$ cat src/rtl/saa_pkg.sv
// Package: shared types, constants and codes for the shelf atlas allocator.
package saa_pkg;

	localparam int PAGE_CAP_DEF   = 4;
	localparam int STAMP_BITS_DEF = 32;
	localparam int DIM_W          = 14;
	localparam int CNT_W          = 16;
	localparam int LIM_W          = 3;
	localparam int PG_W           = 2;
	localparam int ST_W           = 3;
	localparam int PAD            = 2;
	localparam int DIM_MAX        = 16383;
	localparam int ADDR_W         = 4;
	localparam int QDEPTH         = 2;

	localparam logic [ST_W-1:0] ST_PLACED   = 3'd0;
	localparam logic [ST_W-1:0] ST_EMPTY    = 3'd1;
	localparam logic [ST_W-1:0] ST_TOOLARGE = 3'd2;
	localparam logic [ST_W-1:0] ST_OVERFLOW = 3'd3;
	localparam logic [ST_W-1:0] ST_TOUCHED  = 3'd4;
	localparam logic [ST_W-1:0] ST_IGNORED  = 3'd5;

	localparam logic [ADDR_W-1:0] REG_WIDTH  = 4'h0;
	localparam logic [ADDR_W-1:0] REG_HEIGHT = 4'h4;
	localparam logic [ADDR_W-1:0] REG_LIMIT  = 4'h8;

	localparam logic [DIM_W-1:0] WIDTH_RST  = 14'd1024;
	localparam logic [DIM_W-1:0] HEIGHT_RST = 14'd1024;
	localparam logic [LIM_W-1:0] LIMIT_RST  = 3'd4;

	typedef struct packed {
		logic             mode;
		logic [DIM_W-1:0] rect_width;
		logic [DIM_W-1:0] rect_height;
		logic [PG_W-1:0]  touch_page;
	} req_t;

	typedef struct packed {
		logic [ST_W-1:0]  status;
		logic [PG_W-1:0]  page_sel;
		logic [DIM_W-1:0] pos_x;
		logic [DIM_W-1:0] pos_y;
		logic             opened_page;
		logic             evicted;
	} rsp_t;

	// classified command handed from front to back
	typedef struct packed {
		logic             direct;
		logic [ST_W-1:0]  status;
		logic             touch;
		logic [PG_W-1:0]  page;
		logic [DIM_W-1:0] w;
		logic [DIM_W-1:0] h;
	} cmd_t;

	typedef struct packed {
		logic [DIM_W-1:0] width;
		logic [DIM_W-1:0] height;
		logic [LIM_W-1:0] limit;
	} cfg_t;

endpackage

$ cat src/rtl/shelf_atlas_allocator_lru_pages.sv
// Top level of the shelf atlas allocator with LRU page recycling.
// One request per start beat while busy is low; its result appears later as a one-cycle
// strobe beat that cannot be held off. Empty and too-large requests are answered from idle,
// touches go straight to the update state, and placements wait on the back end stepping one
// page record per cycle through the first-fit search and then, if no page can be opened,
// the LRU victim search.
module shelf_atlas_allocator_lru_pages #(
	parameter int PAGE_CAP   = saa_pkg::PAGE_CAP_DEF,
	parameter int STAMP_BITS = saa_pkg::STAMP_BITS_DEF
) (
	input  logic                       clk,
	input  logic                       arst_n,
	input  logic                       start,
	output logic                       busy,
	input  saa_pkg::req_t              req,
	output logic                       strobe,
	output saa_pkg::rsp_t              result,
	input  logic                       psel,
	input  logic                       penable,
	input  logic                       pwrite,
	input  logic [saa_pkg::ADDR_W-1:0] paddr,
	input  logic [31:0]                pwdata,
	output logic [31:0]                prdata,
	output logic                       pready
);

	saa_pkg::cfg_t cfg_q;
	saa_pkg::cmd_t cmd;
	logic          cmd_valid, pop, fbusy;

	assign pready = 1'b1;
	assign busy   = fbusy;

	always_ff @(posedge clk or negedge arst_n) begin
		if (!arst_n) begin
			cfg_q <= '{saa_pkg::WIDTH_RST, saa_pkg::HEIGHT_RST, saa_pkg::LIMIT_RST};
		end else if (psel && penable && pwrite) begin
			unique case (paddr)
				saa_pkg::REG_WIDTH:  cfg_q.width  <= pwdata[saa_pkg::DIM_W-1:0];
				saa_pkg::REG_HEIGHT: cfg_q.height <= pwdata[saa_pkg::DIM_W-1:0];
				saa_pkg::REG_LIMIT:  cfg_q.limit  <= pwdata[saa_pkg::LIM_W-1:0];
				default: ;
			endcase
		end
	end

	always_comb begin
		unique case (paddr)
			saa_pkg::REG_WIDTH:  prdata = {18'b0, cfg_q.width};
			saa_pkg::REG_HEIGHT: prdata = {18'b0, cfg_q.height};
			saa_pkg::REG_LIMIT:  prdata = {29'b0, cfg_q.limit};
			default:             prdata = '0;
		endcase
	end

	saa_front u_front (
		.clk(clk), .arst_n(arst_n), .start(start), .req(req), .cfg(cfg_q), .pop(pop),
		.busy(fbusy), .cmd_valid(cmd_valid), .cmd(cmd)
	);

	saa_back #(.PAGE_CAP(PAGE_CAP), .STAMP_BITS(STAMP_BITS)) u_back (
		.clk(clk), .arst_n(arst_n), .cfg(cfg_q), .cmd_valid(cmd_valid), .cmd(cmd),
		.pop(pop), .strobe(strobe), .result(result)
	);

endmodule

$ cat src/rtl/saa_front.sv
// Front: takes requests, classifies them, and pushes commands into a short queue.
module saa_front (
	input  logic            clk,
	input  logic            arst_n,
	input  logic            start,
	input  saa_pkg::req_t   req,
	input  saa_pkg::cfg_t   cfg,
	input  logic            pop,
	output logic            busy,
	output logic            cmd_valid,
	output saa_pkg::cmd_t   cmd
);

	saa_pkg::cmd_t q_q [saa_pkg::QDEPTH];
	logic          rd_q, wr_q;
	logic [1:0]    cnt_q;
	saa_pkg::cmd_t c;
	logic          push;

	assign busy      = (cnt_q != 2'd0);
	assign push      = start && !busy;
	assign cmd_valid = (cnt_q != 2'd0);
	assign cmd       = q_q[rd_q];

	always_comb begin
		c        = '0;
		c.page   = req.touch_page;
		c.w      = req.rect_width;
		c.h      = req.rect_height;
		c.touch  = req.mode;
		if (!req.mode) begin
			c.page = '0;
			if (req.rect_width == '0 || req.rect_height == '0) begin
				c.direct = 1'b1;
				c.status = saa_pkg::ST_EMPTY;
			end else if (req.rect_width > cfg.width || req.rect_height > cfg.height) begin
				c.direct = 1'b1;
				c.status = saa_pkg::ST_TOOLARGE;
			end
		end
	end

	always_ff @(posedge clk or negedge arst_n) begin
		if (!arst_n) begin
			rd_q  <= 1'b0;
			wr_q  <= 1'b0;
			cnt_q <= 2'd0;
		end else begin
			if (push) wr_q <= !wr_q;
			if (pop) rd_q <= !rd_q;
			cnt_q <= cnt_q + {1'b0, push} - {1'b0, pop};
		end
	end

	always_ff @(posedge clk) begin
		if (push) q_q[wr_q] <= c;
	end

endmodule

$ cat src/rtl/saa_back.sv
// Back: first-fit page search, page open, LRU victim search and state update.
module saa_back #(
	parameter int PAGE_CAP   = saa_pkg::PAGE_CAP_DEF,
	parameter int STAMP_BITS = saa_pkg::STAMP_BITS_DEF
) (
	input  logic          clk,
	input  logic          arst_n,
	input  saa_pkg::cfg_t cfg,
	input  logic          cmd_valid,
	input  saa_pkg::cmd_t cmd,
	output logic          pop,
	output logic          strobe,
	output saa_pkg::rsp_t result
);

	localparam int PI_W = (PAGE_CAP > 1) ? $clog2(PAGE_CAP) : 1;
	localparam int OP_W = $clog2(PAGE_CAP + 1);
	localparam logic [2:0] S_IDLE = 3'd0, S_FIT = 3'd1, S_VIC = 3'd2, S_DO = 3'd3;

	logic [2:0]                 state_q;
	logic [saa_pkg::DIM_W-1:0]  cx_q [PAGE_CAP];
	logic [saa_pkg::DIM_W-1:0]  cy_q [PAGE_CAP];
	logic [saa_pkg::DIM_W-1:0]  rh_q [PAGE_CAP];
	logic [saa_pkg::CNT_W-1:0]  rc_q [PAGE_CAP];
	logic [STAMP_BITS-1:0]      ls_q [PAGE_CAP];
	logic [STAMP_BITS-1:0]      clk_q;
	logic [OP_W-1:0]            open_q;
	logic [PI_W-1:0]            p_q;
	logic [PI_W-1:0]            pg_q;
	logic                       found_q;
	logic [STAMP_BITS-1:0]      old_q;
	logic                       clr_q, opn_q, evc_q;
	saa_pkg::cmd_t              c_q;

	logic [saa_pkg::DIM_W+1:0]  x, y, rh, endy;
	logic [saa_pkg::DIM_W-1:0]  ux, uy, urh;
	logic [OP_W-1:0]            lim;
	logic [STAMP_BITS-1:0]      nstamp;
	logic [saa_pkg::DIM_W+1:0]  nx;
	logic                       tp_ok;
	logic                       last_p;

	// wrapped cursor of page p_q (or cleared page)
	always_comb begin
		ux  = clr_q ? '0 : cx_q[p_q];
		uy  = clr_q ? '0 : cy_q[p_q];
		urh = clr_q ? '0 : rh_q[p_q];
		x   = {2'b0, ux};
		y   = {2'b0, uy};
		rh  = {2'b0, urh};
		if ({2'b0, ux} + {2'b0, c_q.w} + (saa_pkg::DIM_W+2)'(saa_pkg::PAD) > {2'b0, cfg.width}) begin
			x  = '0;
			y  = {2'b0, uy} + {2'b0, urh} + (saa_pkg::DIM_W+2)'(saa_pkg::PAD);
			if (y > (saa_pkg::DIM_W+2)'(saa_pkg::DIM_MAX)) y = (saa_pkg::DIM_W+2)'(saa_pkg::DIM_MAX);
			rh = '0;
		end
		endy = y + {2'b0, c_q.h};
		nx   = x + {2'b0, c_q.w} + (saa_pkg::DIM_W+2)'(saa_pkg::PAD);
		if (nx > (saa_pkg::DIM_W+2)'(saa_pkg::DIM_MAX)) nx = (saa_pkg::DIM_W+2)'(saa_pkg::DIM_MAX);
		lim    = (int'(cfg.limit) > PAGE_CAP) ? OP_W'(PAGE_CAP) : OP_W'(cfg.limit);
		nstamp = (clk_q == '1) ? clk_q : clk_q + 1'b1;
		tp_ok  = (int'(c_q.page) < int'(open_q)) && (int'(c_q.page) < PAGE_CAP);
		last_p = (OP_W'(p_q) + 1'b1 >= open_q);
	end

	assign pop = (state_q == S_IDLE) && cmd_valid;

	always_ff @(posedge clk or negedge arst_n) begin
		if (!arst_n) begin
			state_q <= S_IDLE;
			strobe  <= 1'b0;
			result  <= '0;
			open_q  <= OP_W'(1);
			clk_q   <= '0;
			c_q     <= '0;
			p_q     <= '0;
			pg_q    <= '0;
			found_q <= 1'b0;
			old_q   <= '0;
			clr_q   <= 1'b0;
			opn_q   <= 1'b0;
			evc_q   <= 1'b0;
			for (int i = 0; i < PAGE_CAP; i++) begin
				cx_q[i] <= '0; cy_q[i] <= '0; rh_q[i] <= '0; rc_q[i] <= '0; ls_q[i] <= '0;
			end
		end else begin
			strobe <= 1'b0;
			unique case (state_q)
				S_IDLE: begin
					if (pop) begin
						c_q   <= cmd;
						p_q   <= '0;
						clr_q <= 1'b0;
						opn_q <= 1'b0;
						evc_q <= 1'b0;
						found_q <= 1'b0;
						if (cmd.direct) begin
							strobe <= 1'b1;
							result <= '{cmd.status, '0, '0, '0, 1'b0, 1'b0};
						end else if (cmd.touch) begin
							state_q <= S_DO;
						end else begin
							state_q <= S_FIT;
						end
					end
				end
				S_FIT: begin
					if (endy <= {2'b0, cfg.height}) begin
						state_q <= S_DO;
					end else if (!last_p) begin
						p_q <= p_q + 1'b1;
					end else if (open_q < lim) begin
						p_q     <= PI_W'(open_q);
						open_q  <= open_q + 1'b1;
						clr_q   <= 1'b1;
						opn_q   <= 1'b1;
						state_q <= S_DO;
					end else begin
						p_q     <= '0;
						pg_q    <= '0;
						state_q <= S_VIC;
					end
				end
				S_VIC: begin
					if (rc_q[p_q] != '0 && (!found_q || ls_q[p_q] < old_q)) begin
						found_q <= 1'b1;
						old_q   <= ls_q[p_q];
						pg_q    <= p_q;
					end
					if (last_p) begin
						state_q <= S_DO;
						clr_q   <= 1'b1;
						evc_q   <= 1'b1;
						p_q     <= (rc_q[p_q] != '0 && (!found_q || ls_q[p_q] < old_q))
							? p_q : pg_q;
					end else begin
						p_q <= p_q + 1'b1;
					end
				end
				default: begin
					state_q <= S_IDLE;
					strobe  <= 1'b1;
					if (c_q.touch) begin
						result <= '{tp_ok ? saa_pkg::ST_TOUCHED : saa_pkg::ST_IGNORED,
							c_q.page, '0, '0, 1'b0, 1'b0};
						if (tp_ok) begin
							ls_q[PI_W'(c_q.page)] <= nstamp;
							clk_q <= nstamp;
						end
					end else begin
						cy_q[p_q] <= y[saa_pkg::DIM_W-1:0];
						if (endy > {2'b0, cfg.height}) begin
							result <= '{saa_pkg::ST_OVERFLOW, saa_pkg::PG_W'(p_q), '0, '0,
								opn_q, evc_q};
							cx_q[p_q] <= x[saa_pkg::DIM_W-1:0];
							rh_q[p_q] <= rh[saa_pkg::DIM_W-1:0];
							if (clr_q) begin
								rc_q[p_q] <= '0;
								ls_q[p_q] <= '0;
							end
						end else begin
							result <= '{saa_pkg::ST_PLACED, saa_pkg::PG_W'(p_q),
								x[saa_pkg::DIM_W-1:0], y[saa_pkg::DIM_W-1:0], opn_q, evc_q};
							cx_q[p_q] <= nx[saa_pkg::DIM_W-1:0];
							rh_q[p_q] <= ({2'b0, c_q.h} > rh) ? c_q.h : rh[saa_pkg::DIM_W-1:0];
							if (clr_q) rc_q[p_q] <= saa_pkg::CNT_W'(1);
							else if (rc_q[p_q] != '1) rc_q[p_q] <= rc_q[p_q] + 1'b1;
							ls_q[p_q] <= nstamp;
							clk_q     <= nstamp;
						end
					end
				end
			endcase
		end
	end

endmodule

$ cat config.mk
export PLATFORM = sky130hd
export DESIGN_NAME = shelf_atlas_allocator_lru_pages
export DESIGN_NICKNAME = d
export VERILOG_FILES = /design/src/rtl/saa_pkg.sv /design/src/rtl/shelf_atlas_allocator_lru_pages.sv /design/src/rtl/saa_front.sv /design/src/rtl/saa_back.sv
export SDC_FILE = /design/constraint.sdc
export NUM_CORES = 2
export LEC_CHECK = 0
export BUFFER_PORTS_ARGS = -buffer_cell sky130_fd_sc_hd__buf_2
export CORE_MARGIN = 2
export CORE_UTILIZATION = 65
export CTS_BUF_LIST = sky130_fd_sc_hd__clkbuf_4 sky130_fd_sc_hd__clkbuf_8
export DETAILED_ROUTE_END_ITERATION = 10
export HOLD_SLACK_MARGIN = 0.15
export PLACE_DENSITY = 0.83
export RECOVER_POWER = 50
export SLEW_MARGIN = 25
export SYNTH_ARGS = -nofsm -noshare
export SYNTH_HDL_FRONTEND = slang
export SYNTH_SLANG_ARGS = --single-unit
$ cat constraint.sdc
create_clock -name clk -period 22.1 [get_ports clk]
set_clock_uncertainty 0.1 [all_clocks]
set_input_delay 1.105 -clock clk [delete_from_list [all_inputs] [get_ports clk]]
set_output_delay 1.105 -clock clk [all_outputs]
set_load 0.01 [all_outputs]
==> flow_summary.ini <==
[logic_synthesis]
synthCells = 3160
async_reset_ff_frac = 0.888
synth_area_leaders = dfrtp_1 39%, ha_1 7.1%, edfxtp_1 6.0%
yosys_warnings = 0
syn_avg_cell_area_um2 = 10.7
yosys.area.top_type = dfrtp_1
synth.most_common_cell = dfrtp_1
synth_common_cells = 535 x dfrtp_1, 335 x nand2_1, 249 x o21ai_0, 193 x ha_1
synth.distinct_cells = 110
synth_top_area_frac = 0.394
yosysSeqAreaShare = 0.458
synth_edf_count = 68
syn-cell-area_um2 = 34000
ys_seq_elements = 607
synthFlopType = dfrtp_1

[pwr]
pwr_density_cell_nw_per_um2 = 146
ir_worst_vdd_uv = 148
power_leakage_uw = 0.0164

[run_status]
status = complete, but fails checks
violations = max-capacitance violations, max-slew violations

[route]
wl_per_cell_um = 21.9
drt_wl_total_um = 87200
dr.pass1.iters = 8
ant_nets = 0
vias_per_cell = 6.61
drc = 0
first_iter_violations = 2470
vias = 26291

[min_path]
worstHoldPathType = reg -> reg

[sta]
setup_violations = 0
fin_crit_sh = 0.595
fmax_mhz = 76.1
rsz0062_at_grt = false
timing.setup.tns_ns = 0
hold_ws_ns = 0.374
hold_violations = 0
fin_crit_ns = 13.14
worst_slew_pin_slew_ns = 5.28
slew_viol_final = 536
relSlewSlack = -2.52

[clocking]
cts_resized = 0
cts_buffer_depth = 3
cts.clk_slew.worst_paths_ns = 0.06
cts_tree = done
numCtsBuffers = 97
htreeDepth = 3
clk_latency_ns = 0.73
root_buffer = clkbuf_8
ctsHoldBuffers = 0
postCtsSetupBuffers = 0
numClockSinks = 607

[worst_setup_path]
required_ns = 22.55
cp_max_fo = 34
worstPathArrival_ns = 13.59
critPathMaxStageDelay_ns = 0.92
cp_slowest_cell = dfrtp_4
crit_top_cell = o21ai_0
critical_path_class = reg -> reg
cp-end-kind = flop
cp-start-kind = flop

[global_route]
grt_overflow = 0
grt_pass1_vias = 26986
grt_use_total = 0.331
grt_pass1_wl_um = 141000
grt_max_degree = 161
antenna_found_initial = 3

[placed_design]
gp_congestion = 0.908
dp_hpwl_um = 59000
placed_area_um2 = 34800
portBuffers = 105

[floorplan]
core_area_um2 = 51500
die_height_um = 233
start_util = 0.659
die_area_um2 = 54100
die_w_um = 233
rows = 83
ios = 143

[finish]
nFillCells = 3612
multiInputGateArea_um2 = 17000
nets = 3496
regArea_um2 = 15500
drive_above_1_share = 0.145
finalInstanceArea_um2 = 36800
area_growth_pct = 8.26

[job]
maxCapViolations = 9
[report_power, final]
group          switching [uW]  total, uW  internal (uW)
clock                     459       1010            555
combinational            1870       2870            995
sequential                163       1480           1320
total                    2490       5360           2870
[registers in the layout (all words and copies together) (netlist names), 3 cells and up]
signal	count
u_back.ls_q	128
u_front.q_q	68
u_back.rh_q	56
cfg_q	31
u_back.clk_q	32
u_back.rc_q	64
u_back.cx_q	56
u_back.open_q	3
u_back.old_q	32
u_back.cy_q	56
u_back.result	35
u_back.c_q	31
[per-stage QoR]
stage	std cells	utilization	power (uW)	setup WS, ns
finish	3979	0.714	5360	8.96
global route	3978	0.714	5700	7.95
floorplan	3177	-	3550	11.54
global placement	3807	0.676	4130	9.60
detailed placement	3807	0.676	4280	9.18
CTS	3978	0.716	5310	9.14
[layer usage]
| metal | GRT usage | part of all wire |
|---|---|---|
| met1 | 0.439 | 0.40 |
| met2 | 0.535 | 0.48 |
| met3 | 0.0679 | 0.091 |
| met4 | 0.134 | 0.031 |
| met5 | 0 | 0.00042 |
[placed cells by master, fill, tap and decap left out, drive strengths merged, types with 61 or more instances in the layout]
| cell | synthesis | routed |
|---|---|---|
| buf | 67 | 69 |
| a21oi | 87 | 87 |
| o2bb2ai | 132 | 132 |
| edfxtp | 68 | 68 |
| nor2 | 162 | 162 |
| nand2 | 336 | 336 |
| nor2b | 63 | 63 |
| mux2 | 71 | 71 |
| nand3 | 74 | 74 |
| xnor2 | 75 | 75 |
| mux4 | 90 | 90 |
| dfrtp | 535 | 535 |
| ha | 193 | 193 |
| clkbuf | 121 | 230 |
| inv | 162 | 167 |
| o21ai | 289 | 289 |
| mux2i | 61 | 61 |
[logic make-up (layout without fill, tap and decap cells)]
logic type / count (synthesis) / in the layout / synth area share
and+or+nand+nor: 824 / 824 / 0.118
AOI/OAI and AO/OA: 817 / 817 / 0.168
DFF: 607 / 607 / 0.458
buffers and inverters: 357 / 478 / 0.0454
muxes: 222 / 222 / 0.103
adders and majority gates: 197 / 197 / 0.0735
xor gates and xnor gates: 134 / 134 / 0.0350
other: 2 / 20 / 0.000221
[area by class of cell]
| type | instances | area share |
|---|---|---|
| clock buffers | 155 | 0.0514 |
| flip-flops and latches | 607 | 0.423 |
| multi-input cells | 2213 | 0.462 |
| diodes | 1 | 0.0000681 |
| clock inverters | 16 | 0.00405 |
| inverters | 163 | 0.0166 |
| repair buffers | 144 | 0.0195 |
| well taps | 680 | 0.0231 |
[critical path: cells and delay by family, from the launching register on]
| family | cells | cell delay, ns |
|---|---|---|
| AND/OR/NAND/NOR | 17 | 4.54 |
| AO/OA/AOI/OAI | 15 | 4.01 |
| adder cells (fa/ha/maj) | 5 | 1.61 |
| flip-flops | 1 | 0.92 |
| multiplexers | 2 | 0.78 |
| buffers and inverters | 3 | 0.61 |
| XOR/XNOR | 2 | 0.30 |
[path summary, 6_finish.rpt]
kind                                 start              end  slack, ns  cells past startpoint
min in group asynchronous           arst_n  u_back.ls_q[30]       2.21                      1
hold / removal             u_back.rh_q[17]  u_back.rh_q[17]       0.37                      2
hold reg to reg            u_back.rh_q[17]  u_back.rh_q[17]       0.37                      2
max in group asynchronous           arst_n  u_back.cy_q[49]      10.65                      3
setup reg to reg             u_back.p_q[0]  u_back.rh_q[32]       8.96                     44
setup / recovery             u_back.p_q[0]  u_back.rh_q[32]       8.96                     44
Note: power is estimated with default switching activity, not from simulation.
